$ cat config.mk
export PLATFORM = sky130hd
export DESIGN_NAME = integer_field_formatter
export DESIGN_NICKNAME = d
export VERILOG_FILES = /design/src/hw/rtl/ifmt_pkg.sv /design/src/hw/rtl/integer_field_formatter.sv /design/src/hw/rtl/ifmt_fifo.sv /design/src/hw/rtl/ifmt_front.sv /design/src/hw/rtl/ifmt_back.sv
export SDC_FILE = /design/constraint.sdc
export NUM_CORES = 1
export LEC_CHECK = 0
export ABC_AREA = 1
export BUFFER_PORTS_ARGS = -buffer_cell sky130_fd_sc_hd__buf_2
export CELL_PAD_IN_SITES_DETAIL_PLACEMENT = 0
export CELL_PAD_IN_SITES_GLOBAL_PLACEMENT = 1
export CORE_MARGIN = 3
export CORE_UTILIZATION = 55
export CTS_CLUSTER_SIZE = 20
export DETAILED_ROUTE_END_ITERATION = 12
export PLACE_DENSITY_LB_ADDON = 0.1
export SKIP_CTS_REPAIR_TIMING = 1
export SLEW_MARGIN = 10
export SYNTH_ARGS = -nofsm -noshare
export SYNTH_HDL_FRONTEND = slang
export SYNTH_SLANG_ARGS = --single-unit
$ cat constraint.sdc
create_clock -name clk -period 11.76 [get_ports clk]
set_input_delay 2.352 -clock clk [delete_from_list [all_inputs] [get_ports clk]]
set_output_delay 2.352 -clock clk [all_outputs]
set_load 0.005 [all_outputs]
$ cat src/hw/rtl/ifmt_pkg.sv
// Shared types, constants and a helper function for the integer field formatter.
`timescale 1ns / 1ps
package ifmt_pkg;

  localparam int OUT_LIMIT = 63;
  localparam int CHAR_BITS = 8;

  localparam logic [CHAR_BITS-1:0] CHAR_MINUS = 8'h2d;
  localparam logic [CHAR_BITS-1:0] CHAR_PLUS  = 8'h2b;
  localparam logic [CHAR_BITS-1:0] CHAR_SPACE = 8'h20;
  localparam logic [CHAR_BITS-1:0] CHAR_ZERO  = 8'h30;
  localparam logic [CHAR_BITS-1:0] CHAR_LOW_A = 8'h61;
  localparam logic [CHAR_BITS-1:0] CHAR_UP_A  = 8'h41;

  localparam logic [5:0] RADIX_MIN = 6'd2;
  localparam logic [5:0] RADIX_MAX = 6'd36;

  typedef enum logic [1:0] {
    ALIGN_LEFT,
    ALIGN_ZERO,
    ALIGN_RIGHT
  } align_t;

  typedef struct packed {
    logic [CHAR_BITS-1:0] sign_code;
    logic                 has_sign;
    logic [5:0]           radix;
    logic                 upper;
    logic [5:0]           width;
    align_t               align;
  } desc_t;

  function automatic logic [CHAR_BITS-1:0] digit_char(input logic [5:0] d,
                                                     input logic upper);
    logic [CHAR_BITS-1:0] base;
    base = upper ? CHAR_UP_A : CHAR_LOW_A;
    if (d < 6'd10) begin
      digit_char = CHAR_ZERO + {2'b00, d};
    end else begin
      digit_char = base + {2'b00, d} - 8'd10;
    end
  endfunction

endpackage

$ cat src/hw/rtl/integer_field_formatter.sv
// Top level of the integer field formatter.
`timescale 1ns / 1ps
// Formats one integer request into a padded text field in radix 2 to 36 and
// delivers it one ASCII character per result, with last set on the final one.
// A request waits in a two-entry queue after classification; the back end
// converts its magnitude digit by digit with a bit-serial restoring divider,
// passes a setup state, and then emits one character per cycle while the
// output queue has room.
module integer_field_formatter #(
  parameter int VALUE_BITS      = 32,
  parameter int MAX_FIELD_WIDTH = 63
) (
  input  logic                  clk,
  input  logic                  rst,
  input  logic                  push,
  output logic                  full,
  input  logic [VALUE_BITS-1:0] value,
  input  logic                  is_signed,
  input  logic [5:0]            radix,
  input  logic                  upper_case,
  input  logic [5:0]            field_width,
  input  logic                  pad_after,
  input  logic                  plus_sign,
  input  logic                  blank_sign,
  input  logic                  zero_pad,
  output logic                  empty,
  input  logic                  pop,
  output logic [7:0]            out_char,
  output logic                  last
);

  import ifmt_pkg::*;

  localparam int DESC_DEPTH = 2;
  localparam int OUT_DEPTH  = 4;
  localparam int QW         = VALUE_BITS + $bits(desc_t);

  desc_t                       f_desc;
  logic [VALUE_BITS-1:0]       f_mag;
  logic [QW-1:0]               q_out;
  logic                        q_empty;
  logic                        q_pop;
  logic [$clog2(DESC_DEPTH):0] q_level;
  desc_t                       b_desc;
  logic [VALUE_BITS-1:0]       b_mag;
  logic [$clog2(OUT_DEPTH):0]  o_level;
  logic                        o_push;
  logic [7:0]                  o_char;
  logic                        o_last;
  logic                        o_full;

  ifmt_front #(
    .VALUE_BITS      (VALUE_BITS),
    .MAX_FIELD_WIDTH (MAX_FIELD_WIDTH)
  ) u_front (
    .value       (value),
    .is_signed   (is_signed),
    .radix       (radix),
    .upper_case  (upper_case),
    .field_width (field_width),
    .pad_after   (pad_after),
    .plus_sign   (plus_sign),
    .blank_sign  (blank_sign),
    .zero_pad    (zero_pad),
    .desc        (f_desc),
    .mag         (f_mag)
  );

  ifmt_fifo #(
    .WIDTH (QW),
    .DEPTH (DESC_DEPTH)
  ) u_desc_q (
    .clk   (clk),
    .rst   (rst),
    .wr    (push),
    .din   ({f_desc, f_mag}),
    .full  (full),
    .rd    (q_pop),
    .dout  (q_out),
    .empty (q_empty),
    .level (q_level)
  );

  assign b_desc = q_out[QW-1:VALUE_BITS];
  assign b_mag  = q_out[VALUE_BITS-1:0];

  ifmt_back #(
    .VALUE_BITS (VALUE_BITS),
    .OUT_DEPTH  (OUT_DEPTH)
  ) u_back (
    .clk        (clk),
    .rst        (rst),
    .desc_empty (q_empty || (q_level == '0)),
    .desc_in    (b_desc),
    .mag_in     (b_mag),
    .desc_pop   (q_pop),
    .out_level  (o_level),
    .out_push   (o_push),
    .out_char   (o_char),
    .out_last   (o_last)
  );

  ifmt_fifo #(
    .WIDTH (9),
    .DEPTH (OUT_DEPTH)
  ) u_out_q (
    .clk   (clk),
    .rst   (rst),
    .wr    (o_push && !o_full),
    .din   ({o_char, o_last}),
    .full  (o_full),
    .rd    (pop),
    .dout  ({out_char, last}),
    .empty (empty),
    .level (o_level)
  );

endmodule

$ cat src/hw/rtl/ifmt_fifo.sv
// Small show-ahead queue used between the front, the back and the result port.
`timescale 1ns / 1ps
module ifmt_fifo #(
  parameter int WIDTH = 8,
  parameter int DEPTH = 4
) (
  input  logic                     clk,
  input  logic                     rst,
  input  logic                     wr,
  input  logic [WIDTH-1:0]         din,
  output logic                     full,
  input  logic                     rd,
  output logic [WIDTH-1:0]         dout,
  output logic                     empty,
  output logic [$clog2(DEPTH):0]   level
);

  localparam int AW = $clog2(DEPTH);

  logic [WIDTH-1:0] store [DEPTH];
  logic [AW-1:0]    wr_ptr;
  logic [AW-1:0]    rd_ptr;
  logic [AW:0]      count;
  logic             do_wr;
  logic             do_rd;

  assign full  = (count == (AW+1)'(DEPTH));
  assign empty = (count == '0);
  assign level = count;
  assign dout  = store[rd_ptr];
  assign do_wr = wr && !full;
  assign do_rd = rd && !empty;

  always_ff @(posedge clk) begin
    if (rst) begin
      wr_ptr <= '0;
      rd_ptr <= '0;
      count  <= '0;
    end else begin
      if (do_wr) begin
        wr_ptr <= wr_ptr + 1'b1;
      end
      if (do_rd) begin
        rd_ptr <= rd_ptr + 1'b1;
      end
      if (do_wr && !do_rd) begin
        count <= count + 1'b1;
      end else if (do_rd && !do_wr) begin
        count <= count - 1'b1;
      end
    end
  end

  always_ff @(posedge clk) begin
    if (do_wr) begin
      store[wr_ptr] <= din;
    end
  end

endmodule

$ cat src/hw/rtl/ifmt_front.sv
// Front end: classifies a request into sign, magnitude, radix, letter case, width and alignment.
`timescale 1ns / 1ps
module ifmt_front #(
  parameter int VALUE_BITS      = 32,
  parameter int MAX_FIELD_WIDTH = 63
) (
  input  logic [VALUE_BITS-1:0] value,
  input  logic                  is_signed,
  input  logic [5:0]            radix,
  input  logic                  upper_case,
  input  logic [5:0]            field_width,
  input  logic                  pad_after,
  input  logic                  plus_sign,
  input  logic                  blank_sign,
  input  logic                  zero_pad,
  output ifmt_pkg::desc_t       desc,
  output logic [VALUE_BITS-1:0] mag
);

  import ifmt_pkg::*;

  localparam logic [5:0] WIDTH_MAX = 6'(MAX_FIELD_WIDTH);

  logic neg;

  assign neg = is_signed && value[VALUE_BITS-1];
  assign mag = neg ? (~value + 1'b1) : value;

  always_comb begin
    desc = '0;
    if (neg) begin
      desc.sign_code = CHAR_MINUS;
      desc.has_sign  = 1'b1;
    end else if (is_signed && plus_sign) begin
      desc.sign_code = CHAR_PLUS;
      desc.has_sign  = 1'b1;
    end else if (is_signed && blank_sign) begin
      desc.sign_code = CHAR_SPACE;
      desc.has_sign  = 1'b1;
    end
    if (radix < RADIX_MIN) begin
      desc.radix = RADIX_MIN;
    end else if (radix > RADIX_MAX) begin
      desc.radix = RADIX_MAX;
    end else begin
      desc.radix = radix;
    end
    desc.upper = upper_case;
    desc.width = (field_width > WIDTH_MAX) ? WIDTH_MAX : field_width;
    if (pad_after) begin
      desc.align = ALIGN_LEFT;
    end else if (zero_pad) begin
      desc.align = ALIGN_ZERO;
    end else begin
      desc.align = ALIGN_RIGHT;
    end
  end

endmodule

$ cat src/hw/rtl/ifmt_back.sv
// Back end: bit-serial digit conversion, then emission of the padded field.
`timescale 1ns / 1ps
module ifmt_back #(
  parameter int VALUE_BITS = 32,
  parameter int OUT_DEPTH  = 4
) (
  input  logic                         clk,
  input  logic                         rst,
  input  logic                         desc_empty,
  input  ifmt_pkg::desc_t              desc_in,
  input  logic [VALUE_BITS-1:0]        mag_in,
  output logic                         desc_pop,
  input  logic [$clog2(OUT_DEPTH):0]   out_level,
  output logic                         out_push,
  output logic [7:0]                   out_char,
  output logic                         out_last
);

  import ifmt_pkg::*;

  localparam int AW  = (VALUE_BITS > 1) ? $clog2(VALUE_BITS) : 1;
  localparam int DCW = $clog2(VALUE_BITS + 1);
  localparam int LW  = ($clog2(VALUE_BITS + 2) > 6) ? $clog2(VALUE_BITS + 2) : 6;

  typedef enum logic [1:0] {
    S_IDLE,
    S_CONV,
    S_SETUP,
    S_EMIT
  } state_t;

  state_t                state;
  desc_t                 d;
  logic [VALUE_BITS-1:0] work;
  logic [5:0]            rem;
  logic [AW-1:0]         bit_cnt;
  logic [DCW-1:0]        ndig;
  logic [LW-1:0]         pad;
  logic [5:0]            count;
  logic [5:0]            pos;
  logic [7:0]            digits [VALUE_BITS];
  logic [7:0]            rd_data;
  logic                  b_valid;
  logic                  b_digit;
  logic [7:0]            b_fixed;
  logic                  b_last;

  logic [6:0]            rem_sh;
  logic                  ge;
  logic [6:0]            rem_new;
  logic [VALUE_BITS-1:0] work_new;
  logic [LW-1:0]         body;
  logic [LW-1:0]         len;
  logic [LW-1:0]         p;
  logic [LW-1:0]         s;
  logic [LW-1:0]         k;
  logic [LW-1:0]         addr_full;
  logic                  sel_digit;
  logic [7:0]            sel_fixed;
  logic                  issue;
  logic                  is_last;

  assign rem_sh   = {rem, work[VALUE_BITS-1]};
  assign ge       = rem_sh >= {1'b0, d.radix};
  assign rem_new  = ge ? (rem_sh - {1'b0, d.radix}) : rem_sh;
  assign work_new = {work[VALUE_BITS-2:0], ge};

  assign body = LW'(ndig) + LW'(d.has_sign);
  assign len  = (LW'(d.width) > body) ? LW'(d.width) : body;

  assign s       = LW'(d.has_sign);
  assign p       = LW'(pos);
  assign issue   = (state == S_EMIT) &&
                   ((LW'(out_level) + LW'(b_valid)) < LW'(OUT_DEPTH));
  assign is_last = (pos == count - 6'd1);

  always_comb begin
    sel_digit = 1'b0;
    sel_fixed = CHAR_SPACE;
    k         = '0;
    case (d.align)
      ALIGN_LEFT: begin
        if ((s != '0) && (p == '0)) begin
          sel_fixed = d.sign_code;
        end else if ((p - s) < LW'(ndig)) begin
          sel_digit = 1'b1;
          k         = p - s;
        end
      end
      ALIGN_ZERO: begin
        if (p < s) begin
          sel_fixed = d.sign_code;
        end else if (p < s + pad) begin
          sel_fixed = CHAR_ZERO;
        end else begin
          sel_digit = 1'b1;
          k         = p - s - pad;
        end
      end
      ALIGN_RIGHT: begin
        if (p < pad) begin
          sel_fixed = CHAR_SPACE;
        end else if (p < pad + s) begin
          sel_fixed = d.sign_code;
        end else begin
          sel_digit = 1'b1;
          k         = p - pad - s;
        end
      end
      default: begin
        sel_fixed = CHAR_SPACE;
      end
    endcase
  end

  assign addr_full = LW'(ndig) - LW'(1) - k;
  assign desc_pop  = (state == S_IDLE) && !desc_empty;
  assign out_push  = b_valid;
  assign out_char  = b_digit ? rd_data : b_fixed;
  assign out_last  = b_last;

  always_ff @(posedge clk) begin
    if (rst) begin
      state   <= S_IDLE;
      b_valid <= 1'b0;
    end else begin
      b_valid <= issue;
      case (state)
        S_IDLE: begin
          if (!desc_empty) begin
            state <= S_CONV;
          end
        end
        S_CONV: begin
          if ((bit_cnt == AW'(VALUE_BITS - 1)) && (work_new == '0)) begin
            state <= S_SETUP;
          end
        end
        S_SETUP: begin
          state <= S_EMIT;
        end
        S_EMIT: begin
          if (issue && is_last) begin
            state <= S_IDLE;
          end
        end
        default: begin
          state <= S_IDLE;
        end
      endcase
    end
  end

  always_ff @(posedge clk) begin
    case (state)
      S_IDLE: begin
        d       <= desc_in;
        work    <= mag_in;
        rem     <= '0;
        bit_cnt <= '0;
        ndig    <= '0;
      end
      S_CONV: begin
        if (bit_cnt == AW'(VALUE_BITS - 1)) begin
          digits[ndig[AW-1:0]] <= digit_char(rem_new[5:0], d.upper);
          ndig    <= ndig + 1'b1;
          work    <= work_new;
          rem     <= '0;
          bit_cnt <= '0;
        end else begin
          work    <= work_new;
          rem     <= rem_new[5:0];
          bit_cnt <= bit_cnt + 1'b1;
        end
      end
      S_SETUP: begin
        pad   <= len - body;
        count <= (len > LW'(OUT_LIMIT)) ? 6'(OUT_LIMIT) : len[5:0];
        pos   <= '0;
      end
      S_EMIT: begin
        if (issue) begin
          rd_data <= digits[addr_full[AW-1:0]];
          b_digit <= sel_digit;
          b_fixed <= sel_fixed;
          b_last  <= is_last;
          pos     <= pos + 6'd1;
        end
      end
      default: begin
        pos <= '0;
      end
    endcase
  end

endmodule

==> impl_metrics.toml <==
[timing]
period_needed_ns = 5.80
max_freq_mhz = 172
maxSlewHeadroom_pct = 26.7
tns_ns = 0
slew_viol_final = 0
hold_violations = 0
tightest_slew_ns = 1.10
rsz0062_at_grt = "no"
setup_viol = 0
fin_crit_sh_pct = 49.3
finClkSkew_ns = 0.0163

[placement]
gp_congestion = 0.912
portBuffers = 64
dpl.hpwl_um = 32600

[synth]
yosys.area.top_type = "edfxtp_1"
synth_area_mm2 = 0.0238
synth_cell_types = 54
yosysMostFrequentCell = "edfxtp_1"
syn_nets = 2302
yosysWarnings = 0
ys_top_cells_by_area = "edfxtp_1, nor2_1, nand2_1"
yosysTopAreaCellShare_pct = 62.3
synth_seq_cells = 512
avgSynthCellArea_um2 = 11.1
synthArstFlopShare_pct = 0
synth_commonest_cells = "edfxtp_1, nor2_1, nand2_1"
synth.yosys.seq_area_share_pct = 63.8
synth_cells = 2154
synthFlopType = "edfxtp_1"
synth_enable_flop_cells = 495

[critical_path]
path_delay_family = "adder cells"
crit_buf_inv = 5
cp-end-kind = "register"
critPathSlowestCell = "fa_4"
path_class = "register to register"
critPathArrivalTime_ns = 6.25
slowest_delay_ns = 1.21
critical_path.max_fanout = 65
crit_required_ns = 12.21
start_kind = "register"
crit_chain = "inv_2 > ha_1 > ha_1 > xnor2_1 > inv_1 > ha_1 > a21oi_1 > nor2_1 > nor3_1 > nand3_1 > o21ai_0 > nand2_1 > ha_4 > fa_4 > buf_4 > o21ai_0 > o32ai_1 > inv_1 > o21ai_0 > inv_1 > o21ai_1 > nand2_1 > nand2_1"

[grt]
grt_max_degree = 73
use_met3_pct = 3.57
track_usage_pct = 21.9
grt_pass1_vias = 14767
overflow = 0
gr-max-usage-layer = "met2"
grt_pass1_wl_um = 80200
grt_util_met2_pct = 36.5
use_met1_pct = 30.2
antenna_found_initial = 1

[die]
start_util_pct = 56.2
num_rows = 75
core-area_mm2 = 0.0424
dieArea_mm2 = 0.0459
die_y_um = 214
io_pins = 65
die_x_um = 214

[final_layout]
fill_cells = 3523
drive_gt1_share_pct = 9.37
regArea_mm2 = 0.0152
area_delta_synth_final_pct = 9.88
multiInputGateArea_mm2 = 0.00757
num_antenna_cells = 0
nNetsFinal = 2348

[route]
postRouteAntennaNets = 0
detail_route.first_pass.iterations = 5
vias_per_cell = 5.45
wl_per_cell_um = 18.0
route.vias.total = 15311
drc = 0
routed_wl_um = 50500
drt-initial-drc-count = 1083

[outcome]
status = "finished, final reports clean"

[clock_network]
clk_path_buf_depth = 3
clkLatencyLatePin_ns = 0.58
cts_sinks = 512
clkTransAtPathRegs_ns = 0.06
cts_htree_levels = 2
clock-root-buffer = "clkbuf_16"
numCtsBuffers = 52
cts_tree = "yes"

[job]
drv_cap = 0

[min_path]
hp-class = "register to register"
-- kinds of logic after synthesis --
group / Yosys count / share of synthesized area [%]
adders and majority gates: 94 / 5.18
and+or+nand+nor: 771 / 13.5
muxes: 16 / 0.672
DFF: 512 / 63.8
AOI/OAI and AO/OA: 401 / 9.51
xor gates and xnor gates: 67 / 2.49
buffers and inverters: 293 / 4.90
-- registers in the layout, indices dropped and copies added, names as in the netlist, 6 cells and up, named ones only --
| name | count |
|---|---|
| u_out_q.store | 36 |
| u_back.rem | 6 |
| u_back.pad | 6 |
| u_back.count | 6 |
| u_back.digits | 256 |
| u_back.d | 19 |
| u_desc_q.store | 102 |
| u_back.rd_data | 8 |
| u_back.ndig | 6 |
| u_back.p | 6 |
| u_back.work | 32 |
-- final timing paths --
check | slack [ns] | cells past startpoint | start | to
worst max-delay path | 5.96 | 23 | u_back.p[0] | u_back.rd_data[4]
worst max register to register | 5.96 | 23 | u_back.p[0] | u_back.rd_data[4]
worst min-delay path | 0.45 | 1 | u_desc_q.rd_ptr | register
worst min register to register | 0.45 | 1 | u_desc_q.rd_ptr | register
-- layout make-up --
type	count	area share (%)
inverters	204	2.93
repair buffers	81	1.71
flip-flops and latches	512	58.0
clock inverters	23	0.516
multi-input cells	1349	28.9
well taps	577	2.75
clock buffers	62	5.19
-- per-stage QoR --
stage               cells  cell area (um2)  setup WS, ns  hold slack (ns)  util [%]
global placement     2723            24700          6.15            0.426      58.3
finish               2808            26200          5.96            0.448      61.8
global route         2808            26200          5.55            0.480      61.8
floorplan            2154            23800          6.64            0.425         -
CTS                  2808            26200          6.00            0.450      61.8
detailed placement   2723            24700          6.02            0.444      58.3
-- per-layer routing --
layer	up-vias	routed length, um
met5	-	0
met3	73	2540
met4	0	1200
li1	7555	-
met2	365	24200
met1	7318	22500
-- cells in the final DEF (no fill, tap or decap), types with 27 or more instances in the layout --
cell / instances
nand3_1: 57
buf_2: 64
nand2_1: 306
nor2_1: 327
clkbuf_16: 53
xor2_1: 47
edfxtp_1: 495
ha_1: 85
o21ai_0: 158
o22ai_1: 27
inv_1: 189
o32ai_1: 40
o21ai_1: 51
a21oi_1: 102
Power is left out: the tool's default activity adds up to more than one toggle a clock period on the data nets, which glitch-free logic cannot reach.
